[src/hw/rtl/jnvp_pkg.sv]
`default_nettype none

package jnvp_pkg;

    // Reply codes sent back to the host
    localparam logic [7:0] REPLY_DONE     = 8'h00;
    localparam logic [7:0] REPLY_MISMATCH = 8'h03;

    // Result kinds
    localparam logic KIND_PULSE = 1'b0;
    localparam logic KIND_REPLY = 1'b1;

    // Most results one host byte can produce
    localparam int MAX_RESULTS = 3;
    localparam int CNT_W       = 2;

    // Host byte plus TDO samples for its two pulses
    typedef struct packed {
        logic [7:0] rx_byte;
        logic [1:0] tdo_sample;
    } item_t;

    // One pulse or reply
    typedef struct packed {
        logic       result_kind;
        logic       tdi_level;
        logic       tms_level;
        logic [7:0] reply_code;
        logic       last;
    } result_t;

    // Sequencer state
    typedef struct packed {
        logic       in_batch;
        logic [7:0] nibbles_left;
        logic       halted;
    } seq_state_t;

    function automatic result_t make_pulse(input logic [3:0] nib);
        result_t r;
        r.result_kind = KIND_PULSE;
        r.tdi_level   = nib[2];
        r.tms_level   = nib[3];
        r.reply_code  = REPLY_DONE;
        r.last        = 1'b0;
        return r;
    endfunction

    function automatic result_t make_reply(input logic [7:0] code);
        result_t r;
        r.result_kind = KIND_REPLY;
        r.tdi_level   = 1'b0;
        r.tms_level   = 1'b0;
        r.reply_code  = code;
        r.last        = 1'b0;
        return r;
    endfunction

endpackage

`default_nettype wire

[src/hw/rtl/jtag_nibble_vector_player_unit.sv]
`default_nettype none
// The first result of a host byte passes the item register and then the result
// register, which loads once it is empty or its last result is being taken.
// Throughput: one byte per cycle for count bytes while no results wait; otherwise
// one byte per result it makes, while result_ready holds high, set by the single
// result output register. A byte is accepted while earlier results still drain.
// Reset (rst_n, async, active low) clears the batch state, halt flag and all valids.

module jtag_nibble_vector_player_unit
(
    input  wire                       clk,
    input  wire                       rst_n,
    input  wire                       item_valid,
    output logic                      item_ready,
    input  wire  jnvp_pkg::item_t     item,
    output logic                      result_valid,
    input  wire                       result_ready,
    output jnvp_pkg::result_t         result
);
    import jnvp_pkg::*;

    logic                          item_valid_reg;
    item_t                         item_reg;
    seq_state_t                    state_reg;
    logic [CNT_W-1:0]              cnt_reg;
    logic [CNT_W-1:0]              cnt_next;
    result_t [MAX_RESULTS-1:0]     res_reg;
    result_t [MAX_RESULTS-1:0]     res_next;

    seq_state_t                    step_state;
    result_t [MAX_RESULTS-1:0]     step_results;
    logic [CNT_W-1:0]              step_count;

    logic                          take;
    logic                          drain_free;
    logic                          advance;

    jnvp_step u_step
    (
        .item       (item_reg),
        .state      (state_reg),
        .state_next (step_state),
        .results    (step_results),
        .count      (step_count)
    );

    // Handshake
    assign take         = result_valid && result_ready;
    assign drain_free   = (cnt_reg == CNT_W'(0)) || (cnt_reg == CNT_W'(1) && take);
    assign advance      = item_valid_reg && drain_free;
    assign item_ready   = !item_valid_reg || advance;
    assign result_valid = (cnt_reg != CNT_W'(0));
    assign result       = res_reg[0];

    // Result register: load a fresh list or shift out one result
    always_comb
    begin
        cnt_next = cnt_reg;
        res_next = res_reg;
        if (advance)
        begin
            cnt_next = step_count;
            res_next = step_results;
        end
        else if (take)
        begin
            cnt_next = cnt_reg - CNT_W'(1);
            for (int i = 0; i < MAX_RESULTS - 1; i++)
            begin
                res_next[i] = res_reg[i+1];
            end
        end
    end

    // Control registers
    always_ff @(posedge clk or negedge rst_n)
    begin
        if (!rst_n)
        begin
            item_valid_reg <= 1'b0;
            state_reg      <= '0;
            cnt_reg        <= '0;
        end
        else
        begin
            if (item_ready)
            begin
                item_valid_reg <= item_valid;
            end
            if (advance)
            begin
                state_reg <= step_state;
            end
            cnt_reg <= cnt_next;
        end
    end

    // Payload registers
    always_ff @(posedge clk)
    begin
        if (item_ready && item_valid)
        begin
            item_reg <= item;
        end
        res_reg <= res_next;
    end

endmodule

`default_nettype wire

[src/hw/rtl/jnvp_step.sv]
`default_nettype none

// Decodes one host byte against the sequencer state: produces up to three
// results in order and the state that follows.
module jnvp_step
(
    input  wire  jnvp_pkg::item_t                          item,
    input  wire  jnvp_pkg::seq_state_t                     state,
    output jnvp_pkg::seq_state_t                           state_next,
    output jnvp_pkg::result_t [jnvp_pkg::MAX_RESULTS-1:0]  results,
    output logic [jnvp_pkg::CNT_W-1:0]                     count
);
    import jnvp_pkg::*;

    logic [3:0] nib_lo;
    logic [3:0] nib_hi;
    logic       fail_lo;
    logic       fail_hi;
    logic [7:0] left_one;
    logic [7:0] left_two;
    result_t    res0;
    result_t    res1;
    result_t    res2;

    assign nib_lo   = item.rx_byte[3:0];
    assign nib_hi   = item.rx_byte[7:4];
    assign fail_lo  = nib_lo[1] && (item.tdo_sample[0] != nib_lo[0]);
    assign fail_hi  = nib_hi[1] && (item.tdo_sample[1] != nib_hi[0]);
    assign left_one = state.nibbles_left - 8'd1;
    assign left_two = state.nibbles_left - 8'd2;

    // Result list and next state
    always_comb
    begin
        state_next = state;
        res0       = make_pulse(nib_lo);
        res1       = make_reply(REPLY_DONE);
        res2       = make_reply(REPLY_DONE);
        count      = CNT_W'(0);

        if (state.halted)
        begin
            count = CNT_W'(0);
        end
        else if (!state.in_batch || state.nibbles_left == 8'd0)
        begin
            // Count byte: opens a batch, zero keeps waiting
            state_next.in_batch     = (item.rx_byte != 8'd0);
            state_next.nibbles_left = (item.rx_byte != 8'd0) ? item.rx_byte
                                                             : state.nibbles_left;
        end
        else if (fail_lo)
        begin
            res1              = make_reply(REPLY_MISMATCH);
            count             = CNT_W'(2);
            state_next.halted = 1'b1;
        end
        else if (left_one == 8'd0)
        begin
            // Odd tail: only the low nibble plays
            res1                    = make_reply(REPLY_DONE);
            count                   = CNT_W'(2);
            state_next.in_batch     = 1'b0;
            state_next.nibbles_left = left_one;
        end
        else
        begin
            res1 = make_pulse(nib_hi);
            if (fail_hi)
            begin
                res2                    = make_reply(REPLY_MISMATCH);
                count                   = CNT_W'(3);
                state_next.halted       = 1'b1;
                state_next.nibbles_left = left_one;
            end
            else if (left_two == 8'd0)
            begin
                res2                    = make_reply(REPLY_DONE);
                count                   = CNT_W'(3);
                state_next.in_batch     = 1'b0;
                state_next.nibbles_left = left_two;
            end
            else
            begin
                count                   = CNT_W'(2);
                state_next.nibbles_left = left_two;
            end
        end

        // Mark the final result of this byte
        res0.last = (count == CNT_W'(1));
        res1.last = (count == CNT_W'(2));
        res2.last = (count == CNT_W'(3));
        results   = {res2, res1, res0};
    end

endmodule

`default_nettype wire
[config.mk]
export PLATFORM = sky130hd
export DESIGN_NAME = jtag_nibble_vector_player_unit
export DESIGN_NICKNAME = d
export VERILOG_FILES = /design/src/hw/rtl/jnvp_pkg.sv /design/src/hw/rtl/jtag_nibble_vector_player_unit.sv /design/src/hw/rtl/jnvp_step.sv
export SDC_FILE = /design/constraint.sdc
export NUM_CORES = 1
export LEC_CHECK = 0
export ABC_AREA = 1
export BUFFER_PORTS_ARGS = -buffer_cell sky130_fd_sc_hd__buf_2
export CAP_MARGIN = 10
export CELL_PAD_IN_SITES_DETAIL_PLACEMENT = 0
export CELL_PAD_IN_SITES_GLOBAL_PLACEMENT = 1
export CORE_MARGIN = 2
export CORE_UTILIZATION = 47
export CTS_CLUSTER_SIZE = 10
export DETAILED_ROUTE_END_ITERATION = 12
export PLACE_DENSITY_LB_ADDON = 0.1
export SYNTH_ARGS = -nofsm -noshare
export SYNTH_HDL_FRONTEND = slang
export SYNTH_HIERARCHICAL = 1
export SYNTH_SLANG_ARGS = --single-unit
[constraint.sdc]
create_clock -name clk -period 2.6 [get_ports clk]
set_input_delay 0.65 -clock clk [delete_from_list [all_inputs] [get_ports clk]]
set_output_delay 0.65 -clock clk [all_outputs]
set_load 0.05 [all_outputs]
# Word-level counts from Yosys, hierarchy flattened
# Cells that the tools add are included.
# W data, S select, Z words.
dict set report word_totals {
  register_bits 59
  in_bits 14
  out_inout_bits 14
  wordCells 84
}
dict set report classes {
  n_addsub 3
  n_eq_ne 9
  muxes 27
  n_bitwise 1
  reduce_logical 22
}
# cell count
set op_table {}
lappend op_table {{$mux W12} 4}
lappend op_table {{$mux W24} 2}
lappend op_table {{$mux W9} 3}
lappend op_table {{$logic_not A8 Y1} 3}
lappend op_table {{$mux W8} 2}
lappend op_table {{$mux W2} 6}
lappend op_table {{$mux W1} 9}
lappend op_table {{$reduce_bool A8 Y1} 1}
lappend op_table {{$sub A8 B1 Y8 const B} 1}
lappend op_table {{$sub A8 B2 Y8 const B} 1}
lappend op_table {{$logic_and A1 B1 Y1} 6}
lappend op_table {{$reduce_and A5 Y1} 1}
lappend op_table {{$eq A2 B1 Y1 const B} 2}
lappend op_table {{$eq A2 B2 Y1 const B} 2}
lappend op_table {{$ne A2 B2 Y1 const B} 2}
lappend op_table {{$reduce_and A4 Y1} 1}
lappend op_table {{$reduce_bool A2 Y1} 2}
lappend op_table {{$reduce_or A4 Y1} 1}
lappend op_table {{$logic_or A1 B1 Y1} 3}
lappend op_table {{$mux W3} 1}
lappend op_table {{$ne A3 B3 Y1 const B} 1}
lappend op_table {{$reduce_bool A3 Y1} 1}
lappend op_table {{$logic_not A1 Y1} 2}
lappend op_table {{$logic_not A2 Y1} 1}
lappend op_table {{3 further kinds} 4}

# Longest topological paths before layout
dict set report logic_depth {
  depth_word 10
  depth_mapped 17
}

# Cells and area by module
# Netlist, hierarchy kept.
# mod instances cells_per_inst area_per_inst_um2 seq_area_each_um2
set modules_own_cells {}
lappend modules_own_cells {jtag_nibble_vector_player_unit 1 208 2384.8 1706.6}
lappend modules_own_cells {jnvp_step 1 226 1239.9 0.0}

# Least setup slack after synthesis
# Ideal clock, no wire load.
dict set report synth_path {
  path_kind {register to register}
  from {reg cnt_reg[0]}
  to {reg res_reg[12] (netlist name) (enable)}
  t_arrival_ns 1.694
  required_ns 2.174
  setup_slack_ns 0.481
  path_stages_with_launch 9
  synth_period_minus_slack_ns 2.119
  cell_sequence {dfrtp_1 > inv_1 > ha_1 > inv_2 > nand2_2 > nand2_2 > buf_6 > buf_6 > nand2_1}
}
dict set report synth_via {
  elab_chain_cells 6
}
# element line_no
set synth_rtl {}
lappend synth_rtl {{from (decl)} jtag_nibble_vector_player_unit.sv:25} ;# logic [CNT_W-1:0] cnt_reg;
lappend synth_rtl {{from (signal assigned)} jtag_nibble_vector_player_unit.sv:94} ;# cnt_reg <= cnt_next;
lappend synth_rtl {{$reduce_bool A2 Y1 (*)} jtag_nibble_vector_player_unit.sv:52} ;# assign result_valid = (cnt_reg != CNT_W'(0));
lappend synth_rtl {{via result_valid} jtag_nibble_vector_player_unit.sv:16} ;# output logic result_valid,
lappend synth_rtl {{$logic_and A1 B1 Y1 (*)} jtag_nibble_vector_player_unit.sv:48} ;# assign take = result_valid && result_ready;
lappend synth_rtl {{$logic_and A1 B1 Y1} jtag_nibble_vector_player_unit.sv:49} ;# assign drain_free = (cnt_reg == CNT_W'(0)) || (cnt_reg == CNT_W'(1) && take);
lappend synth_rtl {{$logic_or A1 B1 Y1} jtag_nibble_vector_player_unit.sv:49}
lappend synth_rtl {{$logic_and A1 B1 Y1} jtag_nibble_vector_player_unit.sv:50} ;# assign advance = item_valid_reg && drain_free;
lappend synth_rtl {{$reduce_bool A2 Y1 (no line) (*)} n/a}
lappend synth_rtl {{to (signal assigned)} jtag_nibble_vector_player_unit.sv:105} ;# res_reg <= res_next;
lappend synth_rtl {{to (decl)} jtag_nibble_vector_player_unit.sv:27} ;# result_t [MAX_RESULTS-1:0] res_reg;
# The timed path passes the listed nets; every way through them passes the cells marked *.
# A chain may end at the register's enable or synchronous reset.

==> results_dict.tcl <==
set metrics [dict create \
    status "completed" \
    clkTransAtPathRegs_ps 70 \
    io_pins 28 \
    avgSynthCellArea_um2 8.35 \
    final_nets 473 \
    cp-start-kind "flop" \
    cp_max_fo 9 \
    powerDensity_mw_per_mm2 1430 \
    htreeDepth 3 \
    crit_chain "inv_1 -> ha_2 -> nand2_2 -> nor2_1 -> nand2_1 -> nand2_1 -> nor2_2 -> nand2_4 -> nand2_2 -> nor2_2 -> o21ai_2 -> nand2_1 -> inv_1 -> nand2_1 -> nand2_1" \
    synth_warnings 6 \
    ys_ff_latch 59 \
    cts_tree "built" \
    grtUsageMet1_pct 26.1 \
    hold_viol_final 0 \
    clockBufferDepth 2 \
    yosysUniqueCellTypes 33 \
    grt_usage_pct 18.4 \
    hold_path_class "primary input to async pin" \
    tns_ps 0 \
    final_common_cell "nand2_1" \
    grtUsageMet2_pct 27.9 \
    core_mm2 0.00761 \
    gp_congestion 0.868 \
    io_buffers 27 \
    cts.repair.resized 0 \
    critical_path.most_common_cell "nand2_1" \
    path_class "flop to flop" \
    setup-violations-final 0 \
    startpoint "state_reg[2]$_DFFE_PN0P_" \
    arrival_ps 2430 \
    largest_reg_flops 24 \
    crit_buf_inv 2 \
    grt_pass1_vias 2423 \
    post_cts_buffers 0 \
    overflow 0 \
    ys_seq_area_share_pct 47.1 \
    finalInstanceArea_mm2 0.00384 \
    route.detailed.drc 0 \
    syn-instance-count 434 \
    design.die.area_mm2 0.00843 \
    grt_first_pass_wirelength_um 11800 \
    cts.sinks 59 \
    worstPathRequired_ps 2700 \
    num_vias 2580 \
    drtIter0Drc 139 \
    post_dp_cell_area_mm2 0.00365 \
    first_pass_iters 4 \
    cpPeakStageDelay_ps 440 \
    postCtsHoldBufs 0 \
    fmax_ghz 0.428 \
    crit_path_end_kind "flop" \
    cts_buffers 9 \
    antenna_cells 0 \
    antenna_found_initial 0 \
    slew_violations 0 \
    gr-usage-met3_pct 4.19 \
    cap_viol_max_count 0 \
    clock_skew_ps 9.26 \
    peakVddDrop_mv 0.818 \
    hpwl_um 5070 \
    grt_busiest_layer "met2" \
    cellLeakagePower_nw 1.87 \
    rsz0062_at_grt "false" \
    wl_um 6970 \
    placementRows 32 \
    clock_latency_ps 340 \
    timing.rr.start "state_reg[2]$_DFFE_PN0P_" \
    fp.dieH_um 91.8 \
    wire_per_inst_um 12.5 \
    period_share_pct 89.8 \
    grt_start_max_net_pins 27 \
    timing.final.crit_period_ps 2330 \
    initial_core_util_pct 47.6 \
    mostFrequentLayoutCells "nand2_1, edfxtp_1, inv_1" \
    antenna_left 0 \
    chipWidth_um 91.8 \
    viasPerCell 4.62 \
    syn-cell-area_mm2 0.00362 \
    drive_above_1_share_pct 18.4 \
    syn_to_final_growth_pct 5.97 \
    cts_root_buf "clkbuf_8" \
    cp_slowest_cell "dfrtp_1" \
    critPathTopFamily "simple AND/OR/NAND/NOR gates" \
]
routing by layer:
metal  routed length [um]  vias to the layer above
li1                     -                     1360
met1                 3500                     1173
met2                 3170                       37
met3                  195                       10
met4                  104                        0
met5                    0                        -
through the flow:
stage | setup WS (ps) | std cells | utilization [%] | power [mW] | hold slack [ps]
finish | 266 | 558 | 50.5 | 5.50 | 208
global route | 0.0122 | 558 | 50.5 | 6.00 | 219
CTS | 200 | 558 | 50.5 | 5.55 | 208
detailed placement | 215 | 542 | 47.9 | 4.71 | 496
global placement | 312 | 542 | 47.9 | 4.71 | 494
floorplan | 481 | 457 | - | 4.27 | 354
Yosys cell counts:
| library cell | number | area share [%] |
|---|---|---|
| nor2_2 | 4 | 0.69 |
| edfxtp_1 | 46 | 38 |
| inv_2 | 4 | 0.41 |
| conb_1 | 2 | 0.21 |
| nand3b_1 | 4 | 0.83 |
| o21ai_1 | 11 | 1.5 |
| a21oi_1 | 13 | 1.8 |
| nand2_2 | 11 | 1.9 |
| xor2_1 | 3 | 0.73 |
| buf_4 | 45 | 9.3 |
| nor4_2 | 1 | 0.35 |
| clkbuf_1 | 1 | 0.10 |
| o21a_4 | 1 | 0.41 |
| xnor2_1 | 1 | 0.24 |
| nand3_1 | 25 | 3.5 |
| o21a_1 | 1 | 0.21 |
| buf_2 | 4 | 0.55 |
| dfrtp_1 | 13 | 9.0 |
| o21ai_2 | 1 | 0.24 |
| buf_6 | 3 | 0.93 |
| inv_1 | 28 | 2.9 |
| nor2_4 | 3 | 0.93 |
| clkinv_2 | 1 | 0.14 |
| nand4_1 | 4 | 0.69 |
| nor2_1 | 17 | 1.8 |
| o21ai_0 | 4 | 0.55 |
| nand2_1 | 169 | 18 |
| nand2_4 | 1 | 0.31 |
| o21bai_2 | 2 | 0.62 |
| ha_1 | 8 | 2.8 |
| nor3_4 | 1 | 0.45 |
| a21oi_2 | 1 | 0.24 |
| inv_4 | 1 | 0.17 |
final cells by class:
type	count	area (um2)
fillers	758	3770
repair buffers	36	203
clock buffers	9	124
clock inverters	7	68.8
well taps	102	128
inverters	34	131
flip-flops and latches	59	1710
multi-input cells	311	1480
final timing paths:
| kind | endpoint | slack, ps | cells past startpoint |
|---|---|---|---|
| min reg2reg | cnt_reg[1]$_DFFE_PN0P_ | 510 | 2 |
| max in group asynchronous | state_reg[0]$_DFFE_PN0P_ | 2140 | 1 |
| min in group clk | item_reg[8]$_DFFE_PP_ | 480 | 1 |
| max | res_reg[12]$_DFFE_PP_ | 270 | 15 |
| max reg2reg | res_reg[12]$_DFFE_PP_ | 270 | 15 |
| min | state_reg[8]$_DFFE_PN0P_ | 210 | 1 |
kinds of logic after synthesis:
family / Yosys count / synth area share (%)
and+or+nand+nor: 240 / 28.9
buffers and inverters: 87 / 14.5
DFF: 59 / 47.1
AOI/OAI and AO/OA: 34 / 5.59
adders and majority gates: 8 / 2.76
xor gates and xnor gates: 4 / 0.967
other: 2 / 0.207
where the power goes:
group / switching (mW) / internal [mW]
clock: 0.375 / 0.438
sequential: 0.276 / 1.59
combinational: 1.96 / 0.857
Note: power is estimated with default switching activity, not from simulation.
